File: config.mk
export PLATFORM = sky130hd
export DESIGN_NAME = length_prefix_packet_deframer
export DESIGN_NICKNAME = d
export VERILOG_FILES = /design/src/sv/lppd_pkg.sv /design/src/sv/lppd_rfifo.sv /design/src/sv/length_prefix_packet_deframer.sv
export SDC_FILE = /design/constraint.sdc
export NUM_CORES = 1
export LEC_CHECK = 0
export BUFFER_PORTS_ARGS = -buffer_cell sky130_fd_sc_hd__buf_2
export CORE_ASPECT_RATIO = 1.2
export CORE_MARGIN = 1
export CORE_UTILIZATION = 49
export DETAILED_ROUTE_END_ITERATION = 8
export PLACE_DENSITY = 0.67
export SLEW_MARGIN = 40
export SYNTH_ARGS = -nofsm -noshare
export SYNTH_HDL_FRONTEND = slang
export SYNTH_SLANG_ARGS = --single-unit
export TNS_END_PERCENT = 1
File: constraint.sdc
create_clock -name i_clk -period 13.3 [get_ports i_clk]
set_input_delay 2.66 -clock i_clk [delete_from_list [all_inputs] [get_ports i_clk]]
set_output_delay 2.66 -clock i_clk [all_outputs]
set_load 0.02 [all_outputs]
File: src/sv/lppd_pkg.sv
`default_nettype none

package lppd_pkg;

    localparam int BYTE_W     = 8;
    localparam int LEN_W      = 16;
    localparam int CFG_IDX_W  = 4;

    localparam int RESULT_DEPTH = 4;

    localparam logic [LEN_W-1:0] MIN_PACKET_SIZE_RST = 16'd4;
    localparam logic [LEN_W-1:0] MAX_PACKET_SIZE_RST = 16'd4096;
    localparam logic [LEN_W-1:0] HEADER_LEN          = 16'd2;

    localparam logic [CFG_IDX_W-1:0] CFG_MIN_PACKET_SIZE = 4'd0;
    localparam logic [CFG_IDX_W-1:0] CFG_MAX_PACKET_SIZE = 4'd1;

    typedef enum logic [1:0] {
        PH_LOW,
        PH_HIGH,
        PH_BODY,
        PH_DEAD
    } t_phase;

    typedef enum logic [1:0] {
        ERR_NONE,
        ERR_BELOW_MIN,
        ERR_ABOVE_MAX
    } t_err;

    typedef struct packed {
        logic [BYTE_W-1:0] out_byte;
        logic              first_of_packet;
        logic              last_of_packet;
        t_err              length_error;
    } t_result;

    typedef struct packed {
        logic [1:0] count;
        t_result    r0;
        t_result    r1;
    } t_push;

endpackage

`default_nettype wire

File: src/sv/lppd_rfifo.sv
`default_nettype none

module lppd_rfifo #(
    parameter int Depth = lppd_pkg::RESULT_DEPTH
) (
    input  wire logic            i_clk,
    input  wire logic            i_rst_n,
    input  wire lppd_pkg::t_push i_push,
    output logic                 o_room2,
    output logic                 o_valid,
    input  wire logic            i_ready,
    output lppd_pkg::t_result    o_result
);

    localparam int PtrW = $clog2(Depth);
    localparam int CntW = $clog2(Depth + 1);

    lppd_pkg::t_result r_mem [Depth];
    logic [PtrW-1:0]   r_wr;
    logic [PtrW-1:0]   r_rd;
    logic [CntW-1:0]   r_count;
    logic [PtrW-1:0]   n_wr;
    logic [PtrW-1:0]   n_rd;
    logic [CntW-1:0]   n_count;
    logic [PtrW-1:0]   wr1;
    logic [PtrW-1:0]   wr2;
    logic              pop;

    assign o_valid  = (r_count != '0);
    assign o_room2  = (r_count <= CntW'(Depth - 2));
    assign o_result = r_mem[r_rd];
    assign pop      = o_valid && i_ready;

    always_comb begin
        wr1 = (r_wr == PtrW'(Depth - 1)) ? '0 : r_wr + 1'b1;
        wr2 = (wr1 == PtrW'(Depth - 1)) ? '0 : wr1 + 1'b1;
        unique case (i_push.count)
            2'd1:    n_wr = wr1;
            2'd2:    n_wr = wr2;
            default: n_wr = r_wr;
        endcase
        if (pop) begin
            n_rd = (r_rd == PtrW'(Depth - 1)) ? '0 : r_rd + 1'b1;
        end else begin
            n_rd = r_rd;
        end
        n_count = r_count + CntW'(i_push.count) - CntW'(pop);
    end

    always_ff @(posedge i_clk) begin
        if (!i_rst_n) begin
            r_wr    <= '0;
            r_rd    <= '0;
            r_count <= '0;
        end else begin
            r_wr    <= n_wr;
            r_rd    <= n_rd;
            r_count <= n_count;
        end
    end

    always_ff @(posedge i_clk) begin
        if (i_push.count != 2'd0) begin
            r_mem[r_wr] <= i_push.r0;
        end
        if (i_push.count == 2'd2) begin
            r_mem[wr1] <= i_push.r1;
        end
    end

endmodule

`default_nettype wire

File: src/sv/length_prefix_packet_deframer.sv
`default_nettype none

// Channel   Direction  Handshake                  Payload
// rx        in         i_rx_valid / o_rx_ready    i_rx_byte
// out       out        o_out_valid / i_out_ready  o_out_byte, o_first_of_packet,
//                                                 o_last_of_packet, o_length_error
// cfg       in         i_cfg_valid / o_cfg_ready  i_cfg_index, i_cfg_data
//
// One rx byte per cycle; results leave through a small result queue, one per cycle.
// A good length pushes two results in one cycle; rx is ready while the queue has
// room for two, so a byte per cycle is sustained while out is not stalled.
// Synchronous active-low reset clears phase, counters and queue pointers and
// restores the default limits.
// A bad length reports once and then drops every byte until reset.

module length_prefix_packet_deframer #(
    parameter int ResultDepth = lppd_pkg::RESULT_DEPTH
) (
    input  wire logic                           i_clk,
    input  wire logic                           i_rst_n,
    input  wire logic                           i_rx_valid,
    output logic                                o_rx_ready,
    input  wire logic [lppd_pkg::BYTE_W-1:0]    i_rx_byte,
    output logic                                o_out_valid,
    input  wire logic                           i_out_ready,
    output logic [lppd_pkg::BYTE_W-1:0]         o_out_byte,
    output logic                                o_first_of_packet,
    output logic                                o_last_of_packet,
    output logic [1:0]                          o_length_error,
    input  wire logic                           i_cfg_valid,
    output logic                                o_cfg_ready,
    input  wire logic [lppd_pkg::CFG_IDX_W-1:0] i_cfg_index,
    input  wire logic [lppd_pkg::LEN_W-1:0]     i_cfg_data
);

    lppd_pkg::t_phase                r_phase;
    lppd_pkg::t_phase                n_phase;
    logic [lppd_pkg::BYTE_W-1:0]     r_held_low_byte;
    logic [lppd_pkg::LEN_W-1:0]      r_frame_length;
    logic [lppd_pkg::LEN_W-1:0]      r_bytes_taken;
    logic [lppd_pkg::LEN_W-1:0]      n_bytes_taken;
    logic [lppd_pkg::LEN_W-1:0]      r_min_packet_size;
    logic [lppd_pkg::LEN_W-1:0]      r_max_packet_size;
    logic [lppd_pkg::LEN_W-1:0]      len;
    logic                            err_below;
    logic                            err_above;
    logic                            len_is_header;
    logic                            body_last;
    logic                            rx_xfer;
    logic                            room2;
    lppd_pkg::t_push                 push;
    lppd_pkg::t_result               result;

    assign o_cfg_ready = 1'b1;
    assign o_rx_ready  = room2;
    assign rx_xfer     = i_rx_valid && room2;

    assign len           = {i_rx_byte, r_held_low_byte};
    assign err_below     = (len < lppd_pkg::HEADER_LEN) || (len < r_min_packet_size);
    assign err_above     = (len > r_max_packet_size);
    assign len_is_header = (len == lppd_pkg::HEADER_LEN);
    assign n_bytes_taken = r_bytes_taken + 1'b1;
    assign body_last     = (n_bytes_taken >= r_frame_length);

    always_comb begin
        n_phase = r_phase;
        if (rx_xfer) begin
            unique case (r_phase)
                lppd_pkg::PH_LOW: n_phase = lppd_pkg::PH_HIGH;
                lppd_pkg::PH_HIGH: begin
                    if (err_below || err_above) begin
                        n_phase = lppd_pkg::PH_DEAD;
                    end else if (len_is_header) begin
                        n_phase = lppd_pkg::PH_LOW;
                    end else begin
                        n_phase = lppd_pkg::PH_BODY;
                    end
                end
                lppd_pkg::PH_BODY: n_phase = body_last ? lppd_pkg::PH_LOW : lppd_pkg::PH_BODY;
                default:           n_phase = lppd_pkg::PH_DEAD;
            endcase
        end
    end

    always_comb begin
        push       = '0;
        push.r0.length_error = lppd_pkg::ERR_NONE;
        push.r1.length_error = lppd_pkg::ERR_NONE;
        if (rx_xfer) begin
            unique case (r_phase)
                lppd_pkg::PH_HIGH: begin
                    priority if (err_below) begin
                        push.count           = 2'd1;
                        push.r0.length_error = lppd_pkg::ERR_BELOW_MIN;
                    end else if (err_above) begin
                        push.count           = 2'd1;
                        push.r0.length_error = lppd_pkg::ERR_ABOVE_MAX;
                    end else begin
                        push.count              = 2'd2;
                        push.r0.out_byte        = r_held_low_byte;
                        push.r0.first_of_packet = 1'b1;
                        push.r1.out_byte        = i_rx_byte;
                        push.r1.last_of_packet  = len_is_header;
                    end
                end
                lppd_pkg::PH_BODY: begin
                    push.count             = 2'd1;
                    push.r0.out_byte       = i_rx_byte;
                    push.r0.last_of_packet = body_last;
                end
                default: push.count = 2'd0;
            endcase
        end
    end

    always_ff @(posedge i_clk) begin
        if (!i_rst_n) begin
            r_phase           <= lppd_pkg::PH_LOW;
            r_held_low_byte   <= '0;
            r_frame_length    <= '0;
            r_bytes_taken     <= '0;
            r_min_packet_size <= lppd_pkg::MIN_PACKET_SIZE_RST;
            r_max_packet_size <= lppd_pkg::MAX_PACKET_SIZE_RST;
        end else begin
            r_phase <= n_phase;
            if (rx_xfer && r_phase == lppd_pkg::PH_LOW) begin
                r_held_low_byte <= i_rx_byte;
            end
            if (rx_xfer && r_phase == lppd_pkg::PH_HIGH && !err_below && !err_above) begin
                r_frame_length <= len;
                r_bytes_taken  <= lppd_pkg::HEADER_LEN;
            end
            if (rx_xfer && r_phase == lppd_pkg::PH_BODY) begin
                r_bytes_taken <= n_bytes_taken;
            end
            if (i_cfg_valid) begin
                unique case (i_cfg_index)
                    lppd_pkg::CFG_MIN_PACKET_SIZE: r_min_packet_size <= i_cfg_data;
                    lppd_pkg::CFG_MAX_PACKET_SIZE: r_max_packet_size <= i_cfg_data;
                    default: ;
                endcase
            end
        end
    end

    lppd_rfifo #(
        .Depth (ResultDepth)
    ) u_rfifo (
        .i_clk    (i_clk),
        .i_rst_n  (i_rst_n),
        .i_push   (push),
        .o_room2  (room2),
        .o_valid  (o_out_valid),
        .i_ready  (i_out_ready),
        .o_result (result)
    );

    assign o_out_byte        = result.out_byte;
    assign o_first_of_packet = result.first_of_packet;
    assign o_last_of_packet  = result.last_of_packet;
    assign o_length_error    = result.length_error;

endmodule

`default_nettype wire
==> impl_metrics.ini <==
[clocking]
cts_setup_buffers = 0
cts_tree = yes
root_buffer = clkbuf_16
cts.reportedPaths.clkPinSlew_ps = 60
clock_latency_ps = 430
cts_max_path_buffers = 2
ctsResizeCount = 0
hold_buffers = 0
cts_htree_levels = 4
numClockSinks = 131
numCtsBuffers = 17

[sta]
clock.fmax_ghz = 0.162
slew_viol_final = 0
hold_ws_ps = 464
layout_min_cycle_time_ps = 6190
worst_pin_slew_ps = 765
finalHoldViolCount = 0
max-slew-margin-rel_pct = 49.0
period_share_pct = 46.5
fin_skew_ps = 8.36
rsz0062_at_grt = false
setup_tns_ps = 0
final-setup-viol-count = 0

[synthesis]
synth-warning-count = 0
synth_edf_count = 36
syn_inst = 745
yosysMostFrequentCell = nand2_1
synth_seq_area_share_pct = 41.6
async_reset_ff_share_pct = 0
syn_avg_cell_area_um2 = 9.63
synth_area_leaders = dfxtp_1 (27%), edfxtp_1 (15%), ha_1 (12%)
netlist_area_um2 = 7170
ys_types = 56
synthFlopType = dfxtp_1
synth_top_area_share_pct = 26.5
synth_nets = 845
synth_top_area_cell = dfxtp_1
synth_commonest_cells = nand2_1 (101), dfxtp_1 (95), inv_1 (70)
synth_seq_cells = 131

[finish]
utilization_pct = 57.1
syn_to_final_growth_pct = 14.2
register_area_um2 = 2980
drive_above_1_share_pct = 13.5
final_design_area_no_fill_um2 = 8190
multi_input_area_um2 = 3790
num_antenna_cells = 0
nFillCells = 1220
fin_nets = 880

[job]
maxCapViolCount = 0

[grt]
grt_usage_pct = 22.9
grt_max_degree = 86
grt_pass1_vias = 5563
antenna_found_initial = 0
grt_first_pass_wirelength_mm = 26.9
grt_overflow = 0

[die]
ioPinCount = 48
core_um2 = 14400
fp.dieH_um = 135
start_util_pct = 50.0
die_w_um = 112
row_count = 48
dieArea_um2 = 15100

[routing]
drt_first_pass_iters = 6
post-route-drc-count = 0
routed_wl_mm = 16.3
vias_per_cell = 5.78
drt_iter0_markers = 365
vias = 5599
wl_per_cell_um = 16.9
ant_nets = 0

[min_path]
holdCritPathClass = reg -> reg

[place]
dpl.hpwl_mm = 11.9
finalWeightedCongestion = 0.873
port_buffers = 46
place_area_um2 = 7500

[worst_setup_path]
critPathMaxFanout = 37
cp-end-kind = flop
start_kind = primary input
cp.arrival_ps = 6350
critical_path_required_ps = 13460
critPathKind = in -> reg

[power]
p_per_area_nw_per_um2 = 149
p_leak_nw = 3.24
vdd_ir_drop_max_mv = 0.0694

[outcome]
outcome = finished, final reports clean
-- critical path, stage by stage --
cell and delay, ps:
buf_2 170, ha_1 340, nand4_1 130, nor3_2 240
a32oi_1 130, a31o_1 330, or4b_4 720, or2_2 390
inv_1 90, ha_1 230, nand2_1 180, nand2b_1 190
o22a_1 380, o22ai_1 150
-- stage by stage --
stage / cells / power [W] / setup WS, ps
6_report: 968 / 0.00122 / 7110
5_1_grt: 968 / 0.00127 / 6830
3_3_place_gp: 936 / 0.000668 / 6910
4_1_cts: 968 / 0.00122 / 7170
3_5_place_dp: 936 / 0.000674 / 6720
2_1_floorplan: 745 / 0.000614 / 7220
-- worst paths after layout --
| kind | from | end | slack (ps) | depth (start not counted) |
|---|---|---|---|---|
| worst max register to register | r_min_packet_size[14]$_SDFFE_PN0P_ | u_rfifo.r_mem[1][6]$_DFFE_PP_ | 9150 | 14 |
| worst min register to register | r_min_packet_size[5]$_SDFFE_PN0P_ | r_min_packet_size[5]$_SDFFE_PN0P_ | 460 | 2 |
| worst min-delay path | r_min_packet_size[5]$_SDFFE_PN0P_ | r_min_packet_size[5]$_SDFFE_PN0P_ | 460 | 2 |
| worst max-delay path | i_rx_byte[6] | u_rfifo.r_mem[1][6]$_DFFE_PP_ | 7110 | 14 |
-- report_power, final --
group          total (W)  internal, W  switching [W]
sequential      0.000460     0.000430      0.0000299
combinational   0.000206    0.0000867       0.000119
clock           0.000551     0.000374       0.000176
total            0.00122     0.000891       0.000325
-- cell families (layout without fill, tap and decap cells) --
kind of cell	count (synthesis)	in the layout	share of synthesized area, %
AOI/OAI and AO/OA	155	155	15.6
and+or+nand+nor	244	244	17.2
other	1	1	0.0523
xor gates and xnor gates	17	17	2.08
buffers and inverters	102	150	5.77
adders and majority gates	67	67	11.8
muxes	28	28	6.00
DFF	131	131	41.6
-- final cells by class --
cell class,count,area share (%)
Inverter,70,3.21
Multi-Input combinational cell,512,46.2
Timing Repair Buffer,48,2.99
Tap cell,175,2.67
Sequential cell,131,36.4
Clock inverter,14,3.13
Clock buffer,18,5.36
-- layout by cell type, fill, tap and decap left out, drive strengths merged, types with 3 or more instances in the layout --
master	instances
and3	6
a211o	8
nor3	11
a21oi	20
a32o	14
o21ai	27
o22ai	22
nand2	101
xnor2	10
mux4	12
and2	10
bufinv	7
o2bb2ai	16
clkinvlp	3
nand4	10
ha	66
nor2	11
clkbuf	18
nor3b	10
mux2i	16
a21boi	25
nand3	32
nor4	7
dfxtp	95
xor2	7
nand2b	14
o41ai	4
buf	48
a211oi	5
edfxtp	36
nor2b	18
inv	71
clkinv	3
or2	7
-- per-layer routing --
layer	up-vias	track usage, %	share of wire [%]
met3	27	4.89	4.8
met4	0	10.6	2.2
met5	-	0	0
met1	2663	27.1	43
met2	159	39.8	50
li1	2750	-	-
-- state kept, by name (all words and copies together) (netlist names), 3 cells and up, named ones only --
| signal | cells |
|---|---|
| r_min_packet_size | 16 |
| r_held_low_byte | 8 |
| r_bytes_taken | 16 |
| r_frame_length | 16 |
| r_max_packet_size | 16 |
| u_rfifo.r_count | 3 |
| u_rfifo.r_mem | 48 |
No activity file was read; power rests on OpenSTA's default activity.
